==> config.mk <==
export PLATFORM = sky130hd
export DESIGN_NAME = ffba_ram
export DESIGN_NICKNAME = d
export VERILOG_FILES = /design/src/ffba_ram.sv
export SDC_FILE = /design/constraint.sdc
export NUM_CORES = 2
export LEC_CHECK = 0
export BUFFER_PORTS_ARGS = -buffer_cell sky130_fd_sc_hd__buf_2
export CAP_MARGIN = 40
export CORE_MARGIN = 2
export CORE_UTILIZATION = 40
export CTS_CLUSTER_DIAMETER = 60
export DETAILED_ROUTE_END_ITERATION = 7
export PLACE_DENSITY = 0.61
export SETUP_SLACK_MARGIN = 0.2
export SLEW_MARGIN = 20
export SYNTH_ARGS = -nofsm -noshare
export SYNTH_HDL_FRONTEND = slang
export SYNTH_SLANG_ARGS = --single-unit
==> constraint.sdc <==
create_clock -name i_clk -period 4.88 [get_ports i_clk]
set_clock_uncertainty 0.2 [all_clocks]
set_input_delay 0.244 -clock i_clk [delete_from_list [all_inputs] [get_ports i_clk]]
set_output_delay 0.244 -clock i_clk [all_outputs]
set_load 0.05 [all_outputs]
==> src/ffba_ram.sv <==
// Simple dual-port synchronous RAM with registered read data.
`default_nettype none
module ffba_ram #(
    parameter int WIDTH = 8,
    parameter int DEPTH = 256,
    parameter int AW    = $clog2(DEPTH)
) (
    input  wire logic             i_clk,
    input  wire logic             i_we,
    input  wire logic [AW-1:0]    i_waddr,
    input  wire logic [WIDTH-1:0] i_wdata,
    input  wire logic [AW-1:0]    i_raddr,
    output logic      [WIDTH-1:0] o_rdata
);

    logic [WIDTH-1:0] r_mem [DEPTH];

    always_ff @(posedge i_clk) begin
        if (i_we) begin
            r_mem[i_waddr] <= i_wdata;
        end
        o_rdata <= r_mem[i_raddr];
    end

endmodule
`default_nettype wire

Word level (Yosys, flattened, before mapping)
Memory sizes are Yosys's and may differ from the RTL's. A register that Yosys moved wholly into a read port is not among the register bits.
Cells that the tools add are included.
Storage, ports and cells
  bits in registers: 0
  bits in writable memories: 2048
  memories kept: 1
  input port bits: 26
  output and inout port bits: 8
  logic and storage cells: 3
Memories
  r_mem: depth 256, width 8, read ports 1, clocked after memory_dff 1, wr ports 1, RTL line 16  | logic [WIDTH-1:0] r_mem [DEPTH];
Cells by class
  mux-type cells: 2
Operators by type and width (number)
  $mux W1: 2

Depth between registers and ports, before layout
  word-level depth: 2
  depth in mapped cells: 11
  gate-level depth less buffers: 6

Least setup slack after synthesis
OpenSTA, ideal clock, no wires.
  path kind: in2reg
  start: in i_raddr[0]
  end: reg o_rdata[2], read port of r_mem
  library setup time: 0.131 ns
  setup slack: 2.498 ns
  stages on the path: 9
  data required time: 4.549 ns
  data arrival time: 2.051 ns
  cells stage by stage: buf_6 > buf_12 > buf_8 > buf_2 > mux4_2 > a22oi_1 > a21oi_1 > nor4_1 > nor4_2
RTL lines
  start, declared: RTL line 12  | input wire logic [AW-1:0] i_raddr,
  end, declared: RTL line 13  | output logic [WIDTH-1:0] o_rdata

==> key figures <==
Status
  – Status: completed

Yosys
  – Share of the synthesized area in the top cell type: about 77%
  – Top FF cell, synth: edfxtp_1
  – Syn Inst Count: between 3,000 and 4,000
  – Top-count cell post-synth: edfxtp_1
  – Post-synthesis sequential area ratio: between 70% and 80%
  – FFs w/ async S/R, synth: 0%
  – Post-synth EDFFs: between 2,000 and 2,500
  – Ys Warns: 0
  – Seq cells post-synth: around 2,100
  – Post-synth top cells: 2,048 x edfxtp_1, 454 x mux4_2, 282 x nor2_1, 134 x mux2i_1, 133 x a22oi_1
  – Post-synth top area cell: edfxtp_1
  – Syn Std Cell Area: just under 80,000 µm²
  – Post-synthesis cell type count: 55
  – Synthesized Nets: about 3,800
  – Synth top area cells: edfxtp_1 77%, mux4_2 13%, mux2i_1 1.7%
  – Syn_area_per_cell: 21.3 µm²

Floorplan
  – Die extent in x: roughly 450 µm
  – Die ar.: a little over 200,000 µm²
  – Die extent in y: roughly 450 µm
  – # rows: 163
  – Total I/O pin count: 34
  – Initial Util: roughly 40%
  – Core Footprint: slightly below 200,000 µm²

Finish
  – Share of layout cells above drive strength 1: 26.2%
  – Area growth syn-to-layout: 15.1%
  – Final Util: 46.4%
  – Post-Layout Cell Count: about 7,000
  – N_diodes: 0
  – Final instance area: between 90,000 and 100,000 µm²
  – Final nets: between 4,000 and 5,000

Job
  – Max-Cap Viols: 0

Critical path
  – WS Path Type: in2reg
  – Worst Path Buf+Inv: 4
  – Max FO, Critical Path: 34
  – CP delay by family, top: buffers and inverters
  – Crit end category: flip-flop
  – Max incr delay on CP: roughly 0.78 ns
  – CP Cell Sequence: buf_8 -> buf_4 -> buf_4 -> mux4_2 -> o211ai_1 -> nand3_1 -> nor4_1 -> buf_4 -> nor4_2
  – Worst Path Required: 5.42 ns
  – CP max-delay cell: nor4_1
  – CP Launch Type: input pin
  – CP dominant cell by count: buf_4
  – Crit path DAT: between 3 and 4 ns

Placed design
  – Setup slack at placement: approximately 0.85 ns
  – HPWL after detailed placement: 129,000 µm
  – Port-buffer cells: 33
  – Placed Area: between 80,000 and 90,000 µm²
  – Placed insts: between 6,000 and 7,000
  – RePlAce Congestion: 0.864

Drt
  – Post-route ant nets: 0
  – Drt wl/cell: 29.6 µm
  – Vias per cell: 5.80
  – Initial DRC Count: 5,109
  – # DRC: 0
  – Initial DRT Pass Iterations: 6
  – Drt total wl: 204,000 µm
  – Vias after detailed routing: around 40,000

Global route
  – Largest net degree at the start of global routing: between 150 and 200
  – Initial antenna violation count: 8
  – Vias in the first global route: 39,500
  – Global-route wire length before repair: slightly below 300,000 µm
  – Global route total overflow: 0
  – GRT Resource Usage Total: ~20%

STA
  – Setup Viol. Count Final: 0
  – Final min period: roughly 3.1 ns
  – Fmax: 0.324 GHz
  – Fin crit share: a little over three fifths
  – Final hold slack: between 0.07 and 0.08 ns
  – Hold Vio Cnt, Final: 0
  – Tightest Pin Transition: 1.10 ns
  – Worst slew margin relative to its limit: roughly a quarter
  – RSZ-0062 raised after global routing: no
  – Pins over their slew limit: 0
  – Post-route worst setup slack: 1.79 ns
  – Setup_tns: 0 ns

Power and ir drop
  – Cell internal pwr: between 20 and 30 mW
  – Sw Share: roughly 22%
  – Leakage power: about 29 nW
  – Power Total: 37.1 mW
  – VDD IR-drop max: ~0.00042 V
  – Sw power: 8.02 mW
  – Clk pwr share: between 40% and 50%
  – Sequential fraction of design power: about 53%
  – Power density over cell area: a little over 400 nW/µm²
  – Gate power share: roughly 5.1%

Clock network
  – Post-CTS Hold Buffers: 18
  – CTS tree: done
  – Clock root cell: clkbuf_16
  – Clock slew seen by the registers of the worst setup and hold paths: 0.06 ns
  – Post_cts resized: 0
  – CTS Buffer Depth: 3
  – Clock sinks: roughly 2,100
  – Clk Latency, worst-skew pair: 0.86 ns
  – Postcts setup bufs: 0
  – H-tree depth: 4
  – Number of buffers created by CTS: around 210

Hold path
  – Hold Crit Class: in2reg
[area by class of cell]
| type | count | area [µm²] |
|---|---|---|
| inverters | 2 | 7.51 |
| clock inverters | 124 | 1290 |
| well taps | 2640 | 3300 |
| multi-input cells | 1442 | 16500 |
| repair buffers | 372 | 3330 |
| flip-flops and latches | 2056 | 61700 |
| clock buffers | 260 | 5440 |
| fillers | 16400 | 106000 |
[kinds of logic (layout without fill, tap and decap cells)]
kind of cell	after synthesis	after routing	synth area share, %
AO/OA/AOI/OAI	385	385	3.42
buffers and inverters	235	758	1.83
flip-flops	2056	2056	77.5
multiplexers	591	591	14.6
AND/OR/NAND/NOR	466	466	2.63
[state kept, by name (all words and copies together) (netlist names)]
register and count:
o_rdata 8, r_mem 2048
[layer usage]
| layer | vias to the layer above | part of all wire (%) | wire [µm] | global-route usage, % |
|---|---|---|---|---|
| met3 | 303 | 9.0 | 18500 | 4.16 |
| met4 | 2 | 2.9 | 5890 | 5.89 |
| met5 | - | 0.0049 | 10 | 0 |
| met2 | 1927 | 47 | 95700 | 30.8 |
| li1 | 16400 | - | - | - |
| met1 | 21400 | 41 | 84300 | 28.7 |
[worst register-to-register path, delay by kind of cell (launching register included)]
| kind | cells | cell delay [ns] |
|---|---|---|
| DFF | 1 | 0.37 |
| muxes | 1 | 0.46 |
| AOI/OAI and AO/OA | 1 | 0.59 |
| and+or+nand+nor | 4 | 1.23 |
[placed cells by master (no fill, tap or decap), types with 6 or more instances in the layout]
cell type	count
a211oi_1	16
a21oi_1	96
a221oi_1	13
a22o_1	8
a22oi_1	133
and2_1	6
buf_12	22
buf_16	8
buf_2	27
buf_4	273
buf_8	14
bufinv_16	20
clkbuf_1	48
clkbuf_16	208
clkbuf_8	6
clkinv_1	51
clkinv_2	31
dfxtp_1	8
dlygate4sd3_1	18
edfxtp_1	2048
inv_6	7
mux2i_1	134
mux4_2	454
nand2_1	33
nand2b_1	8
nand3_1	32
nand4_1	10
nor2_1	279
nor2b_1	28
nor3_1	22
nor4_1	22
o211ai_1	10
o21ai_0	10
o221ai_1	46
o22ai_1	28
[worst paths after layout]
| path | end | startpoint | depth (start not counted) | slack, ns |
|---|---|---|---|---|
| worst max register to register | o_rdata[1] | r_mem[72][1] | 6 | 1.86 |
| worst min register to register | o_rdata[3] | r_mem[41][3] | 6 | 0.85 |
| worst min-delay path | r_mem[186][5] | i_waddr[4] | 4 | 0.08 |
| worst max-delay path | o_rdata[0] | i_raddr[0] | 9 | 1.79 |
[power groups by stage]
stage          logic [mW]  registers [mW]  clock network [mW]
2_1_floorplan       0.946            19.9                   0
3_3_place_gp         1.81            19.9                   0
4_1_cts              1.87            19.5                15.9
5_1_grt              1.98            19.5                16.6
3_5_place_dp         1.85            19.9                   0
6_report             1.88            19.5                15.7
No activity file was read; power rests on OpenSTA's default activity.
